--- src/design/pdh_fifo.sv ---
// ----------------------------------------------------------------------------
// pdh_fifo
// Two-entry queue between the classifying front and the histogram back.
// ----------------------------------------------------------------------------
module pdh_fifo #(
    parameter int W = 16
) (
    input  logic         aclk,
    input  logic         aresetn,
    input  logic         in_valid,
    output logic         in_ready,
    input  logic [W-1:0] in_data,
    output logic         out_valid,
    input  logic         out_ready,
    output logic [W-1:0] out_data
);
    logic [W-1:0] entry_reg [2];
    logic         wr_ptr_reg, wr_ptr_next;
    logic         rd_ptr_reg, rd_ptr_next;
    logic [1:0]   count_reg, count_next;
    logic         push, pop;

    // handshake flags
    assign in_ready  = (count_reg != 2'd2);
    assign out_valid = (count_reg != 2'd0);
    assign out_data  = entry_reg[rd_ptr_reg];
    assign push      = in_valid && in_ready;
    assign pop       = out_valid && out_ready;

    // pointer and fill update
    always_comb begin
        wr_ptr_next = push ? ~wr_ptr_reg : wr_ptr_reg;
        rd_ptr_next = pop ? ~rd_ptr_reg : rd_ptr_reg;
        count_next  = count_reg;
        if (push && !pop) begin
            count_next = count_reg + 2'd1;
        end else if (pop && !push) begin
            count_next = count_reg - 2'd1;
        end
    end

    always_ff @(posedge aclk) begin
        if (!aresetn) begin
            wr_ptr_reg <= 1'b0;
            rd_ptr_reg <= 1'b0;
            count_reg  <= 2'd0;
        end else begin
            wr_ptr_reg <= wr_ptr_next;
            rd_ptr_reg <= rd_ptr_next;
            count_reg  <= count_next;
        end
    end

    // storage
    always_ff @(posedge aclk) begin
        if (push) begin
            entry_reg[wr_ptr_reg] <= in_data;
        end
    end

endmodule

--- config.mk ---
export PLATFORM = sky130hd
export DESIGN_NAME = pdh_fifo
export DESIGN_NICKNAME = d
export VERILOG_FILES = /design/src/design/pdh_fifo.sv
export SDC_FILE = /design/constraint.sdc
export NUM_CORES = 1
export LEC_CHECK = 0
export ABC_AREA = 1
export BUFFER_PORTS_ARGS = -buffer_cell sky130_fd_sc_hd__buf_2
export CORE_ASPECT_RATIO = 0.5
export CORE_MARGIN = 2
export CORE_UTILIZATION = 50
export DETAILED_ROUTE_END_ITERATION = 7
export PLACE_DENSITY = 0.78
export SETUP_SLACK_MARGIN = 0.15
export SYNTH_ARGS = -nofsm -noshare
export SYNTH_HDL_FRONTEND = slang
export SYNTH_SLANG_ARGS = --single-unit
export TNS_END_PERCENT = 20
--- constraint.sdc ---
create_clock -name aclk -period 2.2 [get_ports aclk]
set_clock_uncertainty 0.1 [all_clocks]
set_input_delay 0.11 -clock aclk [delete_from_list [all_inputs] [get_ports aclk]]
set_output_delay 0.11 -clock aclk [all_outputs]
set_load 0.005 [all_outputs]
==> metrics.md <==
| Metric | Value |
|---|---|
| Avg Cell Area, Syn | `~17 um^2` |
| DP HPWL | `roughly 1500 um` |
| Unrepaired setup endpoints after global routing | `no` |
| Worst-skew pair later-pin latency | `0.28 ns` |
| Tmin final | `1.58 ns` |
| Buf/Inv on CP | `2` |
| Core Footprint | `0.00267 mm^2` |
| Die width | `80.2 um` |
| Met2 WL | `1370 um` |
| CP arrival | `1.37 ns` |
| Part of the Yosys area used for sequential elements | `73.2%` |
| Vias per cell | `between 4 and 5` |
| Top post-synthesis cells by area | `edfxtp_1, mux2_4, dfxtp_1` |
| Clock tree buffer depth | `2` |
| Fraction of layout cells with a size suffix above 1 | `42.0%` |
| # rows | `13` |
| Post-synthesis register bit count | `37` |
| Final setup vio count | `0` |
| Leak | `0.000806 uW` |
| Final Slew Violations | `0` |
| CTS Sinks | `37` |
| Clock power share | `27.2%` |
| Fmax | `634 MHz` |
| Cts bufs inserted | `5` |
| Starting DRT DRC Count | `43` |
| Initial antenna violation count | `0` |
| DR top layer | `met4` |
| Reg clk slew, reported paths | `0.06 ns` |
| DRT Pass-1 Iters | `4` |
| R2r worst-path depth | `10` |
| Area Growth Syn to Fin | `34.4%` |
| Slowest cell delay on critical path | `0.37 ns` |
| Routed Wire Length | `2470 um` |
| Setup TNS | `0 ns` |
| CP Cell Sequence | `buf_4 -> mux2_2 -> buf_2` |
| Final Hold Fails | `0` |
| VDD IR-drop max | `0.936 mV` |
| Slowest cell on crit path | `mux2_2` |
| PD cells | `1040 mW/mm^2` |
| Root Driver | `clkbuf_8` |
| H-tree depth | `2` |
| Synth Instances | `87` |
| Hold Buf Count CTS | `17` |
| Gpl congestion | `about 0.75` |
| Hold Crit Depth | `5` |
| Ant diodes | `0` |
| WP depth | `3` |
| Initial core utilization | `54.4%` |
| Height of the die | `42.1 um` |
| Wl on met1 | `around 940 um` |
| Logic pwr share | `26.7%` |
| Nets | `between 150 and 200` |
| Total GRT Usage | `16.6%` |
| Final hold slack | `0.144 ns` |
| # IOs | `38` |
| Worst setup SP type | `flop` |
| Antenna viol nets, final | `0` |
| Mean routed wirelength per cell | `13.2 um` |
| Period utilization | `a little under three quarters` |
| Setup Crit Path Kind | `flop to primary output` |
| Vias | `879` |
| Max reg flops | `32` |
| CP Capture Type | `primary output` |
| Die area | `about 0.0034 mm^2` |
| Yosys top cell area share | `66.3%` |
| Hold crit path type | `input port to flop` |
| Post-CTS Setup Bufs | `0` |
| Via count of the first global-routing pass | `950` |
| Fill cells | `about 160` |
| Largest net degree at the start of global routing | `17` |
| Met3 WL post-DR | `110 um` |
| Total congestion overflow | `0` |
| Worst Tran Pin Value | `0.267 ns` |
| Status | `finished, final reports clean` |
| Distinct cells, synth | `16` |
| Post-synth net total | `108` |
| Overall power | `2020 uW` |
| Quantity of gates resized following cts | `0` |
| Max Cap Viol | `0` |
| Buffers on Ports | `37` |
| DRC | `0` |
| Top Family by Delay on Critical Path | `buffers and inverters` |
| Sw Ratio | `25.4%` |
| Req. time, crit path | `1.99 ns` |
| Flop pwr share | `around 46%` |
| Leading area contributor after synthesis | `edfxtp_1` |
| Post-Syn Area | `0.00145 mm^2` |
| First-pass GRT wire length | `slightly above 4000 um` |
| CTS tree | `done` |
| P_sw | `514 uW` |
| Synth warn | `0` |
| P_int | `~1500 uW` |
| CP max FO | `16` |
| Rel. slew slack | `82.2%` |
## logic make-up after synthesis
family | count (synthesis) | share of synthesized area (%)
AOI/OAI and AO/OA | 4 | 1.55
adders and majority gates | 1 | 0.863
buffers and inverters | 10 | 4.23
DFF | 37 | 73.2
muxes | 16 | 15.0
and+or+nand+nor | 19 | 5.18
## per-stage QoR
step / instance area, um^2 / utilization [%] / setup WS (ns) / cells
2_1_floorplan: 1450 / - / 0.439 / 87
3_3_place_gp: 1670 / 62.7 / 0.823 / 162
3_5_place_dp: 1670 / 62.7 / 0.733 / 162
4_1_cts: 1950 / 73.1 / 0.613 / 187
5_1_grt: 1950 / 73.1 / 0.564 / 187
6_report: 1950 / 73.1 / 0.623 / 187
## placed cells by master (no fill, tap or decap), drive strengths merged
cell type / instances
buf: 40
edfxtp: 32
dlygate4sd3: 17
mux2: 16
nand2: 9
nor2: 8
inv: 8
clkbuf: 6
dfxtp: 5
o21ai: 2
o21a: 1
a21oi: 1
nand3: 1
nand4: 1
ha: 1
bufinv: 1
clkinv: 1
## worst min-delay path, delay by kind of cell
| family | cells | cell delay, ns |
|---|---|---|
| buffers and inverters | 2 | 0.17 |
| and+or+nand+nor | 3 | 0.21 |
## power groups by stage
stage | Combinational (uW) | Sequential (uW) | Clock, uW
after floorplan | 365 | 938 | 0
after global placement | 504 | 939 | 0
after detailed placement | 517 | 948 | 0
after CTS | 542 | 932 | 563
after global routing | 589 | 943 | 588
final | 538 | 932 | 549
## final timing paths
path | start | end | slack (ns)
setup / recovery | flop | out_data[13] | 0.62
setup reg to reg | count_reg[0]$_SDFFE_PN0P_ | count_reg[1]$_SDFFE_PN0P_ | 0.71
hold reg to reg | wr_ptr_reg$_SDFFE_PN0P_ | wr_ptr_reg$_SDFFE_PN0P_ | 0.41
hold / removal | in_valid | wr_ptr_reg$_SDFFE_PN0P_ | 0.14
## layer usage
| metal | GRT usage (%) | up-vias |
|---|---|---|
| met2 | 31.3 | 22 |
| met1 | 15.7 | 420 |
| li1 | - | 432 |
| met5 | 0 | - |
| met4 | 10.5 | 0 |
| met3 | 4.74 | 5 |
## Yosys cell counts
master    number
buf_12         1
a21oi_1        1
dfxtp_1        5
nand2_1        9
mux2_2         6
edfxtp_1      32
nand4_1        1
nand3_1        1
o21ai_0        2
mux2_4        10
nor2_1         8
ha_1           1
inv_1          7
o21a_1         1
buf_6          1
inv_2          1
## final cells by class
class	count	area [um^2]	area share, %
Sequential cell	37	1060	54.4
Tap cell	37	46.3	2.37
Inverter	8	30.0	1.54
Multi-Input combinational cell	40	328	16.8
Timing Repair Buffer	57	378	19.4
Clock buffer	6	72.6	3.72
Clock inverter	2	33.8	1.73
(Power assumes the default switching activity.)
