$ cat src/design/pdh_pkg.sv
// ----------------------------------------------------------------------------
// pdh_pkg
// Shared types and constants for the pair distance histogram block.
// ----------------------------------------------------------------------------
package pdh_pkg;

    // item operation codes
    typedef enum logic [1:0] {
        OP_ACC   = 2'd0,
        OP_FRAME = 2'd1,
        OP_READ  = 2'd2,
        OP_CLEAR = 2'd3
    } op_t;

    // configuration register indexes
    localparam logic [2:0] CFG_BOX_X    = 3'd0;
    localparam logic [2:0] CFG_BOX_Y    = 3'd1;
    localparam logic [2:0] CFG_BOX_Z    = 3'd2;
    localparam logic [2:0] CFG_INV_BW   = 3'd3;
    localparam logic [2:0] CFG_NUM_BINS = 3'd4;
    localparam logic [2:0] CFG_NUM_SPEC = 3'd5;

    // datapath widths
    localparam int POS_W      = 24;
    localparam int BOX_W      = 23;
    localparam int IBW_W      = 24;
    localparam int DIFF_W     = 26;
    localparam int MAG_W      = 24;
    localparam int SQ_W       = 48;
    localparam int R2_W       = 50;
    localparam int ROOT_W     = 25;
    localparam int REM_W      = 27;
    localparam int PROD_W     = 49;
    localparam int FRAC_W     = 16;
    localparam int BIN_W      = 33;
    localparam int CNT_W      = 32;
    localparam int STEP_W     = 5;
    localparam int SQ_STEPS   = 3;
    localparam int ROOT_STEPS = 25;

    localparam logic [CNT_W-1:0] SAT32 = '1;

    typedef struct packed {
        logic [BOX_W-1:0] box_len_x;
        logic [BOX_W-1:0] box_len_y;
        logic [BOX_W-1:0] box_len_z;
        logic [IBW_W-1:0] inv_bin_width;
        logic [8:0]       num_bins;
        logic [2:0]       num_species;
    } cfg_t;

    // classified item passed from front to back
    typedef struct packed {
        op_t        op;
        logic       ok;
        logic [7:0] bin_index;
    } cmd_t;

    typedef enum logic [2:0] {
        F_IDLE,
        F_DIFF,
        F_SQ,
        F_ROOT,
        F_SCALE,
        F_PUSH
    } front_state_t;

    typedef enum logic [1:0] {
        B_CLEAR,
        B_IDLE,
        B_READ
    } back_state_t;

endpackage

$ cat src/design/pdh_front.sv
// ----------------------------------------------------------------------------
// pdh_front
// Accepts items, computes minimum-image distance, integer root and bin,
// and classifies each item into a command and histogram address.
// ----------------------------------------------------------------------------
module pdh_front #(
    parameter int MAX_SPECIES = 4,
    parameter int MAX_BINS    = 256,
    parameter int AW          = 12
) (
    input  logic                       aclk,
    input  logic                       aresetn,
    input  pdh_pkg::cfg_t              cfg,
    input  logic                       hold,
    input  logic                       s_valid,
    output logic                       s_ready,
    input  pdh_pkg::op_t               s_op,
    input  logic signed [23:0]         s_xa,
    input  logic signed [23:0]         s_ya,
    input  logic signed [23:0]         s_za,
    input  logic signed [23:0]         s_xb,
    input  logic signed [23:0]         s_yb,
    input  logic signed [23:0]         s_zb,
    input  logic [1:0]                 s_type_a,
    input  logic [1:0]                 s_type_b,
    input  logic [7:0]                 s_read_bin,
    output logic                       q_valid,
    input  logic                       q_ready,
    output pdh_pkg::cmd_t              q_cmd,
    output logic [AW-1:0]              q_addr
);
    import pdh_pkg::*;

    localparam int SP_W  = 5;
    localparam int CMP_W = BIN_W + 1;
    localparam int BW    = $clog2(MAX_BINS);

    front_state_t             state_reg, state_next;
    op_t                      op_reg;
    logic signed [POS_W-1:0]  xa_reg, ya_reg, za_reg, xb_reg, yb_reg, zb_reg;
    logic [1:0]               ta_reg, tb_reg;
    logic [7:0]               rbin_reg;
    logic signed [DIFF_W-1:0] dx_reg, dy_reg, dz_reg;
    logic [STEP_W-1:0]        step_reg;
    logic [SQ_W-1:0]          prod_reg;
    logic [R2_W-1:0]          r2_reg;
    logic [REM_W-1:0]         rem_reg;
    logic [ROOT_W-1:0]        root_reg;
    logic [BIN_W-1:0]         bin_reg;

    logic signed [DIFF_W-1:0] dsel, dneg;
    logic [MAG_W-1:0]         mag;
    logic [REM_W-1:0]         rem_shift, trial;
    logic [PROD_W-1:0]        scaled;
    logic [SP_W-1:0]          eff_s;
    logic [CMP_W-1:0]         eff_b, idx_wide;
    logic [1:0]               lo, hi;
    logic [7:0]               pair, tri_n;
    logic                     type_ok, bin_ok;

    function automatic logic signed [DIFF_W-1:0] min_img(
        input logic signed [POS_W-1:0] a,
        input logic signed [POS_W-1:0] b,
        input logic [BOX_W-1:0]        len
    );
        logic signed [DIFF_W-1:0] d, l, d2;
        d  = DIFF_W'(a) - DIFF_W'(b);
        l  = $signed(DIFF_W'({1'b0, len}));
        d2 = d <<< 1;
        if (d2 > l) begin
            min_img = d - l;
        end else if (d2 < -l) begin
            min_img = d + l;
        end else begin
            min_img = d;
        end
    endfunction

    // next state
    always_comb begin
        state_next = state_reg;
        unique case (state_reg)
            F_IDLE: begin
                if (s_valid && s_ready) begin
                    state_next = (s_op == OP_ACC) ? F_DIFF : F_PUSH;
                end
            end
            F_DIFF:  state_next = F_SQ;
            F_SQ: begin
                if (step_reg == STEP_W'(SQ_STEPS)) begin
                    state_next = F_ROOT;
                end
            end
            F_ROOT: begin
                if (step_reg == STEP_W'(ROOT_STEPS - 1)) begin
                    state_next = F_SCALE;
                end
            end
            F_SCALE: state_next = F_PUSH;
            F_PUSH: begin
                if (q_ready) begin
                    state_next = F_IDLE;
                end
            end
            default: state_next = F_IDLE;
        endcase
    end

    // handshake outputs
    always_comb begin
        s_ready = (state_reg == F_IDLE) && !hold;
        q_valid = (state_reg == F_PUSH);
    end

    always_ff @(posedge aclk) begin
        if (!aresetn) begin
            state_reg <= F_IDLE;
        end else begin
            state_reg <= state_next;
        end
    end

    // square of the selected axis and one root step
    always_comb begin
        case (step_reg)
            STEP_W'(0): dsel = dx_reg;
            STEP_W'(1): dsel = dy_reg;
            default:    dsel = dz_reg;
        endcase
        dneg      = -dsel;
        mag       = dsel[DIFF_W-1] ? dneg[MAG_W-1:0] : dsel[MAG_W-1:0];
        rem_shift = {rem_reg[REM_W-3:0], r2_reg[R2_W-1 -: 2]};
        trial     = {root_reg, 2'b01};
        scaled    = PROD_W'(root_reg) * PROD_W'(cfg.inv_bin_width);
    end

    // datapath registers
    always_ff @(posedge aclk) begin
        case (state_reg)
            F_IDLE: begin
                if (s_valid && s_ready) begin
                    op_reg   <= s_op;
                    xa_reg   <= s_xa;
                    ya_reg   <= s_ya;
                    za_reg   <= s_za;
                    xb_reg   <= s_xb;
                    yb_reg   <= s_yb;
                    zb_reg   <= s_zb;
                    ta_reg   <= s_type_a;
                    tb_reg   <= s_type_b;
                    rbin_reg <= s_read_bin;
                end
            end
            F_DIFF: begin
                dx_reg   <= min_img(xa_reg, xb_reg, cfg.box_len_x);
                dy_reg   <= min_img(ya_reg, yb_reg, cfg.box_len_y);
                dz_reg   <= min_img(za_reg, zb_reg, cfg.box_len_z);
                r2_reg   <= '0;
                step_reg <= '0;
            end
            F_SQ: begin
                prod_reg <= SQ_W'(mag) * SQ_W'(mag);
                if (step_reg != '0) begin
                    r2_reg <= r2_reg + R2_W'(prod_reg);
                end
                if (step_reg == STEP_W'(SQ_STEPS)) begin
                    step_reg <= '0;
                    rem_reg  <= '0;
                    root_reg <= '0;
                end else begin
                    step_reg <= step_reg + STEP_W'(1);
                end
            end
            F_ROOT: begin
                if (rem_shift >= trial) begin
                    rem_reg  <= rem_shift - trial;
                    root_reg <= {root_reg[ROOT_W-2:0], 1'b1};
                end else begin
                    rem_reg  <= rem_shift;
                    root_reg <= {root_reg[ROOT_W-2:0], 1'b0};
                end
                r2_reg   <= r2_reg << 2;
                step_reg <= step_reg + STEP_W'(1);
            end
            F_SCALE: begin
                bin_reg <= scaled[PROD_W-1:FRAC_W];
            end
            default: begin
            end
        endcase
    end

    // classification: species pair cell and bin range
    always_comb begin
        if (cfg.num_species == 3'd0) begin
            eff_s = SP_W'(1);
        end else if (SP_W'(cfg.num_species) > SP_W'(MAX_SPECIES)) begin
            eff_s = SP_W'(MAX_SPECIES);
        end else begin
            eff_s = SP_W'(cfg.num_species);
        end
        if (cfg.num_bins == 9'd0) begin
            eff_b = CMP_W'(1);
        end else if (CMP_W'(cfg.num_bins) > CMP_W'(MAX_BINS)) begin
            eff_b = CMP_W'(MAX_BINS);
        end else begin
            eff_b = CMP_W'(cfg.num_bins);
        end
        lo       = (ta_reg < tb_reg) ? ta_reg : tb_reg;
        hi       = (ta_reg < tb_reg) ? tb_reg : ta_reg;
        tri_n    = (8'(lo) * (8'(lo) - ((lo != 2'd0) ? 8'd1 : 8'd0))) >> 1;
        pair     = 8'(lo) * 8'(eff_s - SP_W'(1)) - tri_n + 8'(hi);
        type_ok  = (SP_W'(hi) < eff_s) && (32'(pair) < 32'(MAX_SPECIES * (MAX_SPECIES + 1) / 2));
        idx_wide = (op_reg == OP_ACC) ? CMP_W'(bin_reg) : CMP_W'(rbin_reg);
        bin_ok   = idx_wide < eff_b;
    end

    // command to the back
    always_comb begin
        q_cmd.op        = op_reg;
        q_cmd.ok        = type_ok && bin_ok &&
                          ((op_reg == OP_ACC) || (op_reg == OP_READ));
        q_cmd.bin_index = 8'd0;
        case (op_reg)
            OP_ACC: begin
                if ((q_cmd.ok) || (bin_reg <= BIN_W'(255))) begin
                    q_cmd.bin_index = bin_reg[7:0];
                end else begin
                    q_cmd.bin_index = 8'hFF;
                end
            end
            OP_READ: q_cmd.bin_index = rbin_reg;
            default: q_cmd.bin_index = 8'd0;
        endcase
        q_addr = AW'(AW'(pair) * AW'(MAX_BINS)) + AW'(idx_wide[BW-1:0]);
    end

endmodule

$ cat config.mk
export PLATFORM = sky130hd
export DESIGN_NAME = pdh_front
export DESIGN_NICKNAME = d
export VERILOG_FILES = /design/src/design/pdh_pkg.sv /design/src/design/pdh_front.sv
export SDC_FILE = /design/constraint.sdc
export NUM_CORES = 2
export LEC_CHECK = 0
export ABC_CLOCK_PERIOD_IN_PS = 12800
export BUFFER_PORTS_ARGS = -buffer_cell sky130_fd_sc_hd__buf_2
export CAP_MARGIN = 20
export CORE_MARGIN = 5
export CORE_UTILIZATION = 50
export DETAILED_ROUTE_END_ITERATION = 8
export PLACE_DENSITY = 0.71
export SLEW_MARGIN = 20
export SYNTH_ARGS = -nofsm -noshare
export SYNTH_HDL_FRONTEND = slang
export SYNTH_SLANG_ARGS = --single-unit
$ cat constraint.sdc
create_clock -name aclk -period 12.8 [get_ports aclk]
set_input_delay 0 -clock aclk [delete_from_list [all_inputs] [get_ports aclk]]
set_output_delay 0 -clock aclk [all_outputs]
set_load 0.03 [all_outputs]
==> results_dict.tcl <==
set metrics [dict create \
    synthSimpleGateAreaFrac_pct 13.48 \
    hold_viol_final 0 \
    cts_setup_buffers 0 \
    yosys_most_used_dff "edfxtp_1" \
    grt_max_degree 83 \
    required_ns 13.19 \
    clk_latency_ns 0.69 \
    setup_tns_ns 0 \
    layout-drive-gt1-share_pct 6.852 \
    fill_cells 12020 \
    clock_sinks 421 \
    cp-startpoint "step_reg[1]$_DFFE_PP_" \
    final_cell_mix "inv_1, fa_1, ha_1" \
    avgSynthCellArea_um2 9.215 \
    cts_max_level 2 \
    synthCells 7516 \
    fp-row-count 136 \
    final.min_clock_period_ns 11.34 \
    largest_reg_flops 50 \
    path_class "register to register" \
    drt_iter0_drc 3744 \
    cts_buffers 53 \
    cp_common_cell "fa_1" \
    die_w_um 382.2 \
    clk_path_buf_depth 3 \
    firstDrtPassIters 6 \
    wl_per_cell_um 19.40 \
    critPathLaunchType "register" \
    hold_path.class "primary input to register" \
    end_kind "register" \
    relSlewSlack_pct 22.10 \
    ys_warn_count 0 \
    synth-edff-count 418 \
    grt_usage_pct 25.99 \
    clock_skew_ns 0.09251 \
    worstMarginPinSlew_ns 1.164 \
    layout_commonest_cell "inv_1" \
    grt_pass1_wl_um 306900 \
    grt_overflow 0 \
    critPathArrivalTime_ns 11.73 \
    fmax_mhz 88.22 \
    drtAntennaViolNets 0 \
    synthArstFlopShare_pct 0 \
    rr_startpoint "step_reg[1]$_DFFE_PP_" \
    routed_wl_um 189800 \
    synth_compound_area_share_pct 12.96 \
    synth_cell_type_count 98 \
    worstReg2RegEnd "prod_reg[44]$_DFFE_PP_" \
    rsz0062_at_grt "false" \
    area_growth_pct 11.16 \
    drt_drc_violations_left 0 \
    vias 54990 \
    fin_crit_sh_pct 88.56 \
    yosysSeqAreaShare_pct 18.21 \
    synth-adder-area-share_pct 41.67 \
    endpoint "prod_reg[44]$_DFFE_PP_" \
    synthMuxAreaShare_pct 0.8617 \
    crit_path_max_fanout 29 \
    place_congestion 0.9524 \
    status "finished, final reports clean" \
    synth-xor-area-share_pct 3.841 \
    slowest_delay_ns 0.78 \
    numPortBuffers 292 \
    slew_viol_final 0 \
    r2r_setup_slack_ns 1.46 \
    cp_slowest_cell "ha_1" \
    r2r_cells 35 \
    cts.reportedPaths.clkPinSlew_ns 0.06 \
    clock-root-buffer "clkbuf_16" \
    dp_hpwl_um 145700 \
    ioPinCount 293 \
    max_cap_viol_count 0 \
    dieArea_um2 146100 \
    cts_tree "built" \
    via_per_inst 5.621 \
    antenna_found_initial 9 \
    grt_pass1_vias 57480 \
    synth_area_um2 69260 \
    core_area_um2 137500 \
    synth_top_family_by_area "adder cells" \
    setup_viol 0 \
    start_util_pct 50.37 \
    ys_ff_latch 421 \
    final_nets 9953 \
    die_height_um 382.2 \
]
## cell type report
class                      instances  area (um2)  share of cell area (%)
clock buffer                      59        1349                   1.752
multi-input combinational       5459       50520                   65.63
clock inverter                    36       437.9                  0.5688
antenna                            7       17.52                 0.02275
tap                             1794        2245                   2.916
sequential                       421       12610                   16.38
timing repair buffer             624        4607                   5.984
inverter                        1384        5195                   6.748
## through the flow
step | area [um2] | setup WS (ns) | cells | hold WS, ns | utilization [%]
final | 76990 | 1.464 | 9784 | 0.03185 | 55.99
after global routing | 76980 | 0.7789 | 9780 | 0.01209 | 55.99
after CTS | 76970 | 1.507 | 9777 | 0.00003753 | 55.98
after detailed placement | 72570 | 1.571 | 9421 | 0.1781 | 52.78
after global placement | 72570 | 1.772 | 9421 | 0.1761 | 52.78
after floorplan | 69290 | 2.866 | 7523 | 0.09887 | -
## Yosys cell counts, types with 12 or more instances
| cell | instances | area share, % |
|---|---|---|
| inv_1 | 1367 | 7.4 |
| a211o_1 | 17 | 0.21 |
| o22ai_1 | 14 | 0.13 |
| xnor2_1 | 214 | 2.7 |
| nand2b_1 | 61 | 0.55 |
| a21o_1 | 198 | 2.1 |
| and2_1 | 226 | 2.0 |
| nor3_1 | 82 | 0.59 |
| clkbuf_1 | 228 | 1.2 |
| ha_1 | 801 | 14 |
| buf_2 | 18 | 0.13 |
| o21ai_0 | 207 | 1.5 |
| o21bai_1 | 64 | 0.69 |
| inv_2 | 13 | 0.070 |
| edfxtp_1 | 418 | 18 |
| o221ai_1 | 28 | 0.35 |
| a2111oi_0 | 14 | 0.18 |
| and3_1 | 34 | 0.31 |
| nor2_1 | 502 | 2.7 |
| nand3_1 | 78 | 0.56 |
| a31oi_1 | 56 | 0.51 |
| xor2_1 | 81 | 1.0 |
| nor4_1 | 22 | 0.20 |
| mux2_2 | 13 | 0.21 |
| o21a_1 | 52 | 0.56 |
| a21oi_1 | 360 | 2.6 |
| fa_1 | 941 | 27 |
| a211oi_1 | 33 | 0.36 |
| nand2_1 | 775 | 4.2 |
| a22oi_1 | 31 | 0.34 |
| a22o_1 | 43 | 0.54 |
| o31ai_1 | 25 | 0.27 |
| a221oi_1 | 15 | 0.19 |
| o21ai_1 | 12 | 0.087 |
| o211ai_1 | 37 | 0.40 |
| nor2b_1 | 60 | 0.54 |
| or3_1 | 20 | 0.18 |
| or2_2 | 23 | 0.21 |
| mux2i_1 | 45 | 0.65 |
| nand4_1 | 51 | 0.46 |
| a221o_1 | 35 | 0.51 |
## layer usage
layer	vias to the layer above	part of all wire [%]	routed length [um]	global-route usage, %
met4	0	3.2	6067	7.788
met1	27050	41	77590	33.50
met2	1989	48	91450	44.69
met5	-	0	0	0
li1	25580	-	-	-
met3	373	7.7	14690	4.853
## worst max-delay path: cells and delay by family (launching register included)
family                     cells  cell delay, ns
and+or+nand+nor                7            1.94
AOI/OAI and AO/OA             10            2.70
buffers and inverters          7            0.70
xor gates and xnor gates       2            0.58
DFF                            1            0.42
adders and majority gates      9            4.65
## what timing repair did
action | CTS | global route
resized for setup | 0 | 0
endpoints found under the hold margin | 198 | 0
hold buffers | 261 | 0
## cell families (layout without fill, tap and decap cells)
logic type               after synthesis  in the layout
adder cells (fa/ha/maj)             1742           1742
AND/OR/NAND/NOR                     2004           2004
other                                  2             16
AO/OA/AOI/OAI                       1347           1347
multiplexers                          58             58
XOR/XNOR                             299            299
buffers and inverters               1643           2103
flip-flops                           421            421
## how the worst min path moves through the flow
stage,startpoint,endpoint,slack [ns],cells after the start
after detailed placement,s_xb[16],xb_reg[16]$_DFFE_PP_,0.18,1
after global placement,s_xb[18],xb_reg[18]$_DFFE_PP_,0.18,1
final,s_ya[6],ya_reg[6]$_DFFE_PP_,0.03,2
after CTS,s_xa[11],xa_reg[11]$_DFFE_PP_,0.00004,2
after floorplan,s_op[0],op_reg[0]$_DFFE_PP_,0.1,0
after global routing,s_yb[22],yb_reg[22]$_DFFE_PP_,0.01,2
Power is not shown: default switching activity piles up to over one toggle a cycle in this logic, so the estimate is an artifact.
